==> src/rtl/nca_pkg.sv <==
// Package for the nearest-centroid anomaly block: widths, codes, shared types.
// It has no dependencies. Every RTL file of the block imports it.
`default_nettype none
package nca_pkg;

  localparam int NUM_ENTRIES = 128;
  localparam int ADDR_W      = $clog2(NUM_ENTRIES);
  localparam int DIMS        = 5;
  localparam int COORD_W     = 16;
  localparam int DIFF_W      = COORD_W + 1;
  localparam int MAG_W       = 16;
  localparam int SQ_W        = 2 * MAG_W;
  localparam int SUM_W       = SQ_W + 3;
  localparam int THR_W       = 16;
  localparam int ROOT_W      = 18;
  localparam int RAD_W       = 2 * ROOT_W;
  localparam int REM_W       = ROOT_W + 2;
  localparam int STEP_W      = $clog2(ROOT_W);
  localparam int CNT_W       = 8;
  localparam int IDX_FIELD_W = 7;
  localparam int ENTRY_W     = THR_W + DIMS * COORD_W;

  localparam logic [CNT_W-1:0] CNT_RESET = CNT_W'(128);

  localparam logic ACT_WRITE = 1'b0;
  localparam logic ACT_QUERY = 1'b1;

  typedef logic signed [COORD_W-1:0] coord_t;
  typedef coord_t [DIMS-1:0] coord_vec_t;

  typedef enum logic [2:0] {
    ST_IDLE,
    ST_SCAN,
    ST_DRAIN,
    ST_ROOT,
    ST_OUT
  } state_t;

  // Tag that travels with an entry through the distance pipeline.
  typedef struct packed {
    logic [ADDR_W-1:0] idx;
    logic [THR_W-1:0]  thr;
  } dist_tag_t;

  typedef struct packed {
    logic busy;
    logic done;
  } sqrt_stat_t;

endpackage
`default_nettype wire

==> src/rtl/nca_dist.sv <==
// Three-stage squared-distance pipeline: difference, square, sum of five lanes.
// Depends on nca_pkg.
`default_nettype none
module nca_dist (
  input  wire logic                 clk,
  input  wire logic                 rst_n,
  input  wire logic                 in_v,
  input  wire nca_pkg::dist_tag_t   in_tag,
  input  wire nca_pkg::coord_vec_t  cent,
  input  wire nca_pkg::coord_vec_t  query,
  output logic                      out_v,
  output nca_pkg::dist_tag_t        out_tag,
  output logic [nca_pkg::SUM_W-1:0] out_sum,
  output logic                      busy
);
  import nca_pkg::*;

  logic                    v1_r, v2_r, v3_r;
  dist_tag_t               tag1_r, tag2_r, tag3_r;
  logic signed [DIFF_W-1:0] diff_r [DIMS];
  logic [SQ_W-1:0]         sq_r [DIMS];
  logic [SUM_W-1:0]        sum_r;
  logic [MAG_W-1:0]        mag [DIMS];
  logic [SUM_W-1:0]        sum_nxt;

  always_ff @(posedge clk) begin
    if (!rst_n) begin
      v1_r <= 1'b0;
      v2_r <= 1'b0;
      v3_r <= 1'b0;
    end else begin
      v1_r <= in_v;
      v2_r <= v1_r;
      v3_r <= v2_r;
    end
  end

  always_comb begin
    sum_nxt = '0;
    for (int d = 0; d < DIMS; d++) begin
      mag[d]  = diff_r[d][DIFF_W-1] ? MAG_W'(-diff_r[d]) : MAG_W'(diff_r[d]);
      sum_nxt = sum_nxt + SUM_W'(sq_r[d]);
    end
  end

  always_ff @(posedge clk) begin
    tag1_r <= in_tag;
    tag2_r <= tag1_r;
    tag3_r <= tag2_r;
    for (int d = 0; d < DIMS; d++) begin
      diff_r[d] <= $signed({cent[d][COORD_W-1], cent[d]})
                 - $signed({query[d][COORD_W-1], query[d]});
      sq_r[d]   <= mag[d] * mag[d];
    end
    sum_r <= sum_nxt;
  end

  assign out_v   = v3_r;
  assign out_tag = tag3_r;
  assign out_sum = sum_r;
  assign busy    = v1_r | v2_r | v3_r;

endmodule
`default_nettype wire

==> config.mk <==
export PLATFORM = sky130hd
export DESIGN_NAME = nca_dist
export DESIGN_NICKNAME = d
export VERILOG_FILES = /design/src/rtl/nca_pkg.sv /design/src/rtl/nca_dist.sv
export SDC_FILE = /design/constraint.sdc
export NUM_CORES = 2
export LEC_CHECK = 0
export BUFFER_PORTS_ARGS = -buffer_cell sky130_fd_sc_hd__buf_2
export CAP_MARGIN = 20
export CORE_MARGIN = 4
export CORE_UTILIZATION = 55
export DETAILED_ROUTE_END_ITERATION = 6
export PLACE_DENSITY_LB_ADDON = 0.15
export RECOVER_POWER = 100
export SLEW_MARGIN = 30
export SYNTH_ARGS = -nofsm -noshare
export SYNTH_HDL_FRONTEND = slang
export SYNTH_SLANG_ARGS = --single-unit
==> constraint.sdc <==
create_clock -name clk -period 16.5 [get_ports clk]
set_clock_uncertainty 0.2 [all_clocks]
set_input_delay 0 -clock clk [delete_from_list [all_inputs] [get_ports clk]]
set_output_delay 0 -clock clk [all_outputs]
set_load 0.1 [all_outputs]
==> results.cfg <==
[critical_path]
crit_path_start_kind = flip-flop
reg2reg_depth = 31
crit_slowest_cell = fa_1
startpoint = diff_r[0][0]
endpoint_kind = flip-flop
reg2reg_from = diff_r[0][0]
worst_path_dominant_cell_family = adder cells
worst-path-buf-inv = 7
critical_path_class = reg2reg
endpoint = sq_r[0][29]
worstReg2RegEnd = sq_r[0][29]
cp_data_required_time_ns = 16.78
crit_cells = 31
ff2ff_setup_slack_ns = 7.04
critPathMaxFanout = 19
critPathMaxStageDelay_ns = 0.54
cp.arrival_ns = 9.74

[route]
dr.pass1.iters = 6
wl_met2_um = 58700
wl_met3_um = 8230
routed.top_layer = met5
routed_wl_um = 124000
num_vias = 37800
m1WireLength_um = 52900
vias_per_cell = 5.23
drcViolationCount = 0
drt-wirelength-per-cell_um = 17.1
first_iter_violations = 2275
antenna_left = 0

[global_route]
grt_pass1_vias = 39900
grt_usage_pct = 26.8
antenna_found_initial = 1
grt_max_degree = 20
grt_pass1_wl_um = 204000
grt-ovfl-total = 0

[clock_network]
cts_hold_buf = 325
postCtsSetupBuffers = 0
cts-htree-levels = 2
cts_root_buffer = clkbuf_16
cts.sinks = 347
cts_tree = built
numCtsBuffers = 42
cts_resized = 0
clk_latency_ns = 0.63
path_clk_slew_ns = 0.06
cts_buffer_depth = 3

[timing]
max_freq_mhz = 106
setup_viol = 0
hold_viol = 0
post-route-min-period_ns = 9.46
slew_headroom_pct = 15.1
worst-slew-pin-transition_ns = 1.28
tns_ns = 0
period_share_pct = 57.3
rsz0062_at_grt = false
slew_viol_final = 0

[floorplanning]
rows = 110
core_sq_mm = 0.0901
fp.dieW_um = 310
die-area_sq_mm = 0.0960
ios = 246
initial_core_util_pct = 55.6
chipHeight_um = 310

[synth]
synth.top_cell.area_share_pct = 36.3
postSynthAreaPerCell_sq_um = 9.24
yosys-top-cells-area = fa_1, ha_1, dfxtp_1, inv_1, xnor2_1
yosys_warnings = 0
async_flop_share_pct = 0
synthCells = 5418
ys_seq_elements = 347
yosysTopAreaCell = fa_1
synth_area_sq_mm = 0.0501
ys_types = 78
synth_edf_count = 0
synthFlopType = dfxtp_1
seq_area_frac_synth_pct = 13.9

[cells_and_area]
layout_commonest_cell = inv_1
fin_util_pct = 63.7
fin_nets = 7711
n_fill_cell = 7562
drive_above_1_share_pct = 5.46
area_growth_pct = 14.7
layout_common_cells = inv_1, fa_1, ha_1
stdcell_count = 7221

[place]
port_buffers = 245
dpl.cell_count = 6819
gp_congestion = 0.919
place_hpwl_um = 101000

[flow_run]
cap_viol_max_count = 0

[outcome]
status = complete, no violations

[min_path]
hp-start = cent[48]
hp-class = in2reg
## cell usage after synthesis, types with 12 or more instances
| master | number |
|---|---|
| fa_1 | 907 |
| ha_1 | 606 |
| clkinv_1 | 24 |
| a21o_1 | 83 |
| a21oi_1 | 186 |
| inv_1 | 1272 |
| o21a_1 | 34 |
| nor3_1 | 58 |
| nor2_1 | 464 |
| or3_1 | 14 |
| o31a_1 | 15 |
| xnor2_1 | 224 |
| nand4_1 | 14 |
| a21boi_0 | 12 |
| o21ai_0 | 125 |
| dfxtp_1 | 347 |
| clkbuf_1 | 59 |
| a31oi_1 | 26 |
| o21bai_1 | 25 |
| o31ai_1 | 22 |
| nand3_1 | 49 |
| nand2b_1 | 31 |
| xor2_1 | 103 |
| nor2b_1 | 40 |
| a211oi_1 | 13 |
| nand2_1 | 482 |
| and3_1 | 16 |
## state kept, by name, summed over array words and instances (netlist names)
signal   cells
out_sum     35
out_v        1
diff_r      85
tag2_r      23
sq_r       155
v2_r         1
v1_r         1
out_tag     23
tag1_r      23
## through the flow
step | instance area [sq um] | hold slack, ns | setup slack [ns]
6_report | 57500 | 0.0608 | 7.04
5_1_grt | 57400 | 0.0796 | 6.47
4_1_cts | 57600 | 0.0193 | 7.36
3_5_place_dp | 52900 | -0.0964 | 7.46
3_3_place_gp | 52900 | -0.0965 | 7.67
2_1_floorplan | 50100 | -0.172 | 8.22
## kinds of logic after synthesis
group / after synthesis / synth area share [%]
AOI/OAI and AO/OA: 633 / 8.15
xor gates and xnor gates: 330 / 5.84
adders and majority gates: 1513 / 51.4
buffers and inverters: 1371 / 10.3
DFF: 347 / 13.9
muxes: 1 / 0.0200
other: 1 / 0.00749
and+or+nand+nor: 1222 / 10.4
## routing by layer
metal,global-route usage (%),up-vias
met5,0,-
met4,7.69,2
met3,4.53,206
met2,45.0,1072
met1,35.9,18600
li1,-,17900
## how the worst min path moves through the flow
stage / cells after the start / endpoint / slack, ns
after floorplan: 0 / tag1_r[0] / -0.17
after global placement: 1 / tag1_r[19] / -0.1
after detailed placement: 1 / tag1_r[13] / -0.1
after CTS: 5 / diff_r[0][51] / 0.02
after global routing: 5 / diff_r[0][68] / 0.08
final: 5 / diff_r[0][51] / 0.06
## cell type report
cell class	count	area, sq um	share of cell area, %
Clock inverter	23	293	0.510
Inverter	1305	4900	8.53
Sequential cell	347	6950	12.1
Timing Repair Buffer	615	4710	8.21
Antenna cell	1	2.50	0.00436
Clock buffer	53	1130	1.97
Multi-Input combinational cell	3701	38000	66.1
Tap cell	1176	1470	2.56
## tightest hold or removal path, delay by kind of cell
kind,cells,cell delay (ns)
buf+inv,4,0.71
fa+ha+maj,1,0.11
Power is not shown: default switching activity piles up to over one toggle a cycle in this logic, so the estimate is an artifact.
