<file path="config.mk">
export PLATFORM = sky130hd
export DESIGN_NAME = nca_isqrt
export DESIGN_NICKNAME = d
export VERILOG_FILES = /design/src/rtl/nca_pkg.sv /design/src/rtl/nca_isqrt.sv
export SDC_FILE = /design/constraint.sdc
export NUM_CORES = 1
export LEC_CHECK = 0
export BUFFER_PORTS_ARGS = -buffer_cell sky130_fd_sc_hd__buf_2
export CAP_MARGIN = 20
export CELL_PAD_IN_SITES_DETAIL_PLACEMENT = 1
export CELL_PAD_IN_SITES_GLOBAL_PLACEMENT = 1
export CORE_MARGIN = 2
export CORE_UTILIZATION = 45
export DETAILED_ROUTE_END_ITERATION = 10
export PLACE_DENSITY = 0.85
export SLEW_MARGIN = 20
export SYNTH_ARGS = -nofsm -noshare
export SYNTH_HDL_FRONTEND = slang
export SYNTH_SLANG_ARGS = --single-unit
export TNS_END_PERCENT = 1
</file>
<file path="constraint.sdc">
create_clock -name clk -period 2.8 [get_ports clk]
set_input_delay 0.14 -clock clk [delete_from_list [all_inputs] [get_ports clk]]
set_output_delay 0.14 -clock clk [all_outputs]
set_load 0.02 [all_outputs]
</file>
<file path="src/rtl/nca_pkg.sv">
// Package for the nearest-centroid anomaly block: widths, codes, shared types.
// It has no dependencies. Every RTL file of the block imports it.
`default_nettype none
package nca_pkg;

  localparam int NUM_ENTRIES = 128;
  localparam int ADDR_W      = $clog2(NUM_ENTRIES);
  localparam int DIMS        = 5;
  localparam int COORD_W     = 16;
  localparam int DIFF_W      = COORD_W + 1;
  localparam int MAG_W       = 16;
  localparam int SQ_W        = 2 * MAG_W;
  localparam int SUM_W       = SQ_W + 3;
  localparam int THR_W       = 16;
  localparam int ROOT_W      = 18;
  localparam int RAD_W       = 2 * ROOT_W;
  localparam int REM_W       = ROOT_W + 2;
  localparam int STEP_W      = $clog2(ROOT_W);
  localparam int CNT_W       = 8;
  localparam int IDX_FIELD_W = 7;
  localparam int ENTRY_W     = THR_W + DIMS * COORD_W;

  localparam logic [CNT_W-1:0] CNT_RESET = CNT_W'(128);

  localparam logic ACT_WRITE = 1'b0;
  localparam logic ACT_QUERY = 1'b1;

  typedef logic signed [COORD_W-1:0] coord_t;
  typedef coord_t [DIMS-1:0] coord_vec_t;

  typedef enum logic [2:0] {
    ST_IDLE,
    ST_SCAN,
    ST_DRAIN,
    ST_ROOT,
    ST_OUT
  } state_t;

  // Tag that travels with an entry through the distance pipeline.
  typedef struct packed {
    logic [ADDR_W-1:0] idx;
    logic [THR_W-1:0]  thr;
  } dist_tag_t;

  typedef struct packed {
    logic busy;
    logic done;
  } sqrt_stat_t;

endpackage
`default_nettype wire

</file>
<file path="src/rtl/nca_isqrt.sv">
// Iterative floor square root, one root bit per cycle on a shared subtractor.
// Depends on nca_pkg.
`default_nettype none
module nca_isqrt (
  input  wire logic                        clk,
  input  wire logic                        rst_n,
  input  wire logic                        start,
  input  wire logic [nca_pkg::SUM_W-1:0]   radicand,
  output nca_pkg::sqrt_stat_t              stat,
  output logic [nca_pkg::ROOT_W-1:0]       root,
  output logic                             rem_nz
);
  import nca_pkg::*;

  logic              busy_r, done_r;
  logic [STEP_W-1:0] step_r;
  logic [RAD_W-1:0]  rad_r;
  logic [REM_W-1:0]  rem_r;
  logic [ROOT_W-1:0] root_r;
  logic [REM_W+1:0]  rem_sh;
  logic [REM_W+1:0]  trial;
  logic              take;

  always_comb begin
    rem_sh = {rem_r, rad_r[RAD_W-1 -: 2]};
    trial  = (REM_W+2)'({root_r, 2'b01});
    take   = (rem_sh >= trial);
  end

  always_ff @(posedge clk) begin
    if (!rst_n) begin
      busy_r <= 1'b0;
      done_r <= 1'b0;
      step_r <= '0;
    end else begin
      done_r <= 1'b0;
      if (start) begin
        busy_r <= 1'b1;
        step_r <= '0;
      end else if (busy_r) begin
        step_r <= step_r + 1'b1;
        if (step_r == STEP_W'(ROOT_W - 1)) begin
          busy_r <= 1'b0;
          done_r <= 1'b1;
        end
      end
    end
  end

  always_ff @(posedge clk) begin
    if (start) begin
      rad_r  <= RAD_W'(radicand);
      rem_r  <= '0;
      root_r <= '0;
    end else if (busy_r) begin
      rad_r  <= {rad_r[RAD_W-3:0], 2'b00};
      rem_r  <= take ? REM_W'(rem_sh - trial) : REM_W'(rem_sh);
      root_r <= {root_r[ROOT_W-2:0], take};
    end
  end

  assign stat.busy = busy_r;
  assign stat.done = done_r;
  assign root      = root_r;
  assign rem_nz    = (rem_r != '0);

endmodule
`default_nettype wire

</file>
==> flow_metrics.tcl <==
set metrics [dict create \
    crit_fanout 7 \
    ys.flop_type "dfxtp_1" \
    ios 59 \
    slew_viol_final 0 \
    drt-total-wl_um 11800 \
    cp-endpoint "rem_r[3]" \
    route.detailed.wl_per_inst_um 18.2 \
    min_path_type "primary input to flip-flop" \
    overflow 0 \
    cts_buffers 9 \
    top_layer "met4" \
    switchingPower_mw 1.49 \
    power_mw 4.17 \
    antenna_left 0 \
    post-route-min-period_ns 2.74 \
    dp_hpwl_um 8400 \
    port_buffers 58 \
    grt_max_degree 39 \
    finClkSkew_ns 0.00825 \
    yosysSeqAreaShare_pct 43.9 \
    ys_types 62 \
    hold_viol 0 \
    leakagePower_nw 2.13 \
    die_h_um 104 \
    clkSlewWorstSetupHoldPaths_ns 0.09 \
    start_kind "flip-flop" \
    drive_gt1_share_pct 27.9 \
    dieArea_sq_um 10800 \
    num_rows 36 \
    grt_usage_pct 22.6 \
    firstDrtPassIters 4 \
    layout_commonest_cell "buf_2" \
    antenna_cells 0 \
    antenna_found_initial 0 \
    die_width_um 104 \
    status "finished, final reports clean" \
    drc 0 \
    dr_total_vias 3687 \
    power_frac_seq_pct 34.8 \
    fill_cells 1131 \
    cts_tree "done" \
    grt_pass1_wl_um 19700 \
    power_frac_comb_pct 39.8 \
    synthCells 446 \
    path_cells "inv_1, ha_1, nand4_1, nor3_4, a311oi_2, nand3_2, and2_1, buf_4, mux2i_1, a211oi_1" \
    async_flop_share_pct 0 \
    final_nets 572 \
    rr_worst_depth 10 \
    place_congestion 0.881 \
    vdd_ir_drop_max_mv 0.374 \
    yosysWarnings 0 \
    clock_latency_ns 0.37 \
    setup-tns-final_ns 0 \
    clkPwrFrac_pct 25.5 \
    ys_ff_latch 81 \
    powerDensity_nw_per_um2 792 \
    start_util_pct 46.1 \
    cts_num_sinks 81 \
    route.met2.wl_um 6110 \
    grt_pass1_vias 3976 \
    crit_buf_inv 2 \
    met1Wirelength_um 4990 \
    viasPerCell 5.67 \
    synth_area_sq_um 4490 \
    fin_area_sq_um 5260 \
    p_int_mw 2.68 \
    worst_pin_slew_ns 0.506 \
    startpoint "root[10]" \
    r2r_end "rem_r[3]" \
    cts.root.buffer_cell "clkbuf_8" \
    syn_nets 506 \
    crit_type "flip-flop to flip-flop" \
    postPlaceCellArea_sq_um 4960 \
    mostFrequentLayoutCells "buf_2 (58), nor2_1 (51), dfxtp_1 (45)" \
    ff2ff_setup_slack_ns 0.06 \
    drv_cap 0 \
    holdPathStages 2 \
    core-area_sq_um 9730 \
    slowest_delay_ns 0.41 \
    setup-violations-final 0 \
    syn_avg_cell_area_sq_um 10.1 \
    slew_headroom_pct 66.0 \
    fmax_mhz 365 \
    cp-end-kind "flip-flop" \
    cts.htree.levels 3 \
    crit_arrival_ns 3.00 \
    dr.first_iter.drc_count 176 \
    critPathTopFamily "simple AND/OR/NAND/NOR gates" \
    r2r_start "root[10]" \
    switching_share_pct 35.7 \
    seq_area_sq_um 1970 \
    synth_edf_count 35 \
    fin_crit_sh_pct 98.0 \
    clockBufferDepth 2 \
    wl_met3_um 501 \
    cp_data_required_time_ns 3.06 \
    critical-path-slowest-cell "ha_1" \
    synthToLayoutAreaGrowth_pct 17.3 \
    multi_input_area_sq_um 2330 \
    path_depth 10 \
]
kinds of logic after synthesis:
| group | count (synthesis) | share of synthesized area (%) |
|---|---|---|
| fa+ha+maj | 22 | 6.13 |
| flops | 81 | 43.9 |
| xor+xnor | 16 | 3.12 |
| compound gates | 90 | 14.9 |
| mux | 56 | 13.4 |
| buf+inv | 51 | 4.82 |
| simple gates | 130 | 13.7 |
worst min-delay path by stage:
stage,start,endpoint,slack (ns)
floorplan,rst_n,busy_r,0.27
global placement,rst_n,busy_r,0.40
detailed placement,rst_n,busy_r,0.39
CTS,rst_n,busy_r,0.004
global route,rst_n,busy_r,0.03
finish,rst_n,busy_r,0.006
flip-flops by register name (all words and copies together) (netlist names):
name,cells
root,18
rem_r,20
rad_r,36
done_r,1
busy_r,1
step_r,5
stage by stage:
| stage | cells | setup slack (ns) | hold WS, ns | utilization [%] |
|---|---|---|---|---|
| final | 650 | 0.0572 | 0.00555 | 54.1 |
| after global routing | 650 | -0.0312 | 0.0263 | 54.1 |
| after CTS | 647 | 0.0674 | 0.00391 | 53.5 |
| after detailed placement | 631 | 0.0955 | 0.388 | 51.0 |
| after global placement | 631 | 0.257 | 0.395 | 51.0 |
| after floorplan | 446 | 0.192 | 0.268 | - |
synth_stat cells (7+ instances only):
master	count	share of area, %
a211oi_1	11	1.8
a21oi_1	17	1.9
a311oi_1	9	1.8
clkbuf_1	11	0.92
dfxtp_1	46	21
edfxtp_1	35	23
ha_1	22	6.1
inv_1	28	2.3
mux2_2	33	8.3
mux2i_1	23	5.1
nand2_1	28	2.3
nand3_1	7	0.78
nor2_1	51	4.3
nor3_1	8	0.89
o21ai_0	10	1.1
xnor2_1	11	2.1
final cells by class:
type	instances	share of cell area, %
clock buffer	10	2.42
clock inverter	6	2.21
inverter	28	2.00
multi-input combinational	314	44.4
sequential	81	37.5
tap	133	3.16
timing repair buffer	78	8.37
worst register-to-register path, delay by kind of cell, from the launching register on:
kind / cells / cell delay [ns]
buf+inv: 2 / 0.26
flops: 1 / 0.37
simple gates: 4 / 1.03
compound gates: 2 / 0.49
fa+ha+maj: 1 / 0.41
mux: 1 / 0.09
power by group through the flow:
stage                     registers (mW)  logic (mW)  clock network, mW
after floorplan                     1.45        1.12                  0
after global placement              1.47        1.46                  0
after detailed placement            1.47        1.54                  0
after CTS                           1.45        1.56               1.08
after global routing                1.47        1.80               1.13
final                               1.45        1.66               1.06
layer usage:
metal | GRT usage [%] | vias up
li1 | - | 1766
met3 | 4.82 | 20
met1 | 27.2 | 1818
met5 | 0 | -
met4 | 7.14 | 0
met2 | 40.2 | 83
timing repair:
item	4_1_cts	5_1_grt
hold buffers	0	0
endpoints found under the setup margin	0	17
gates resized for setup	0	8
setup buffers	0	3
(Power assumes the default switching activity.)
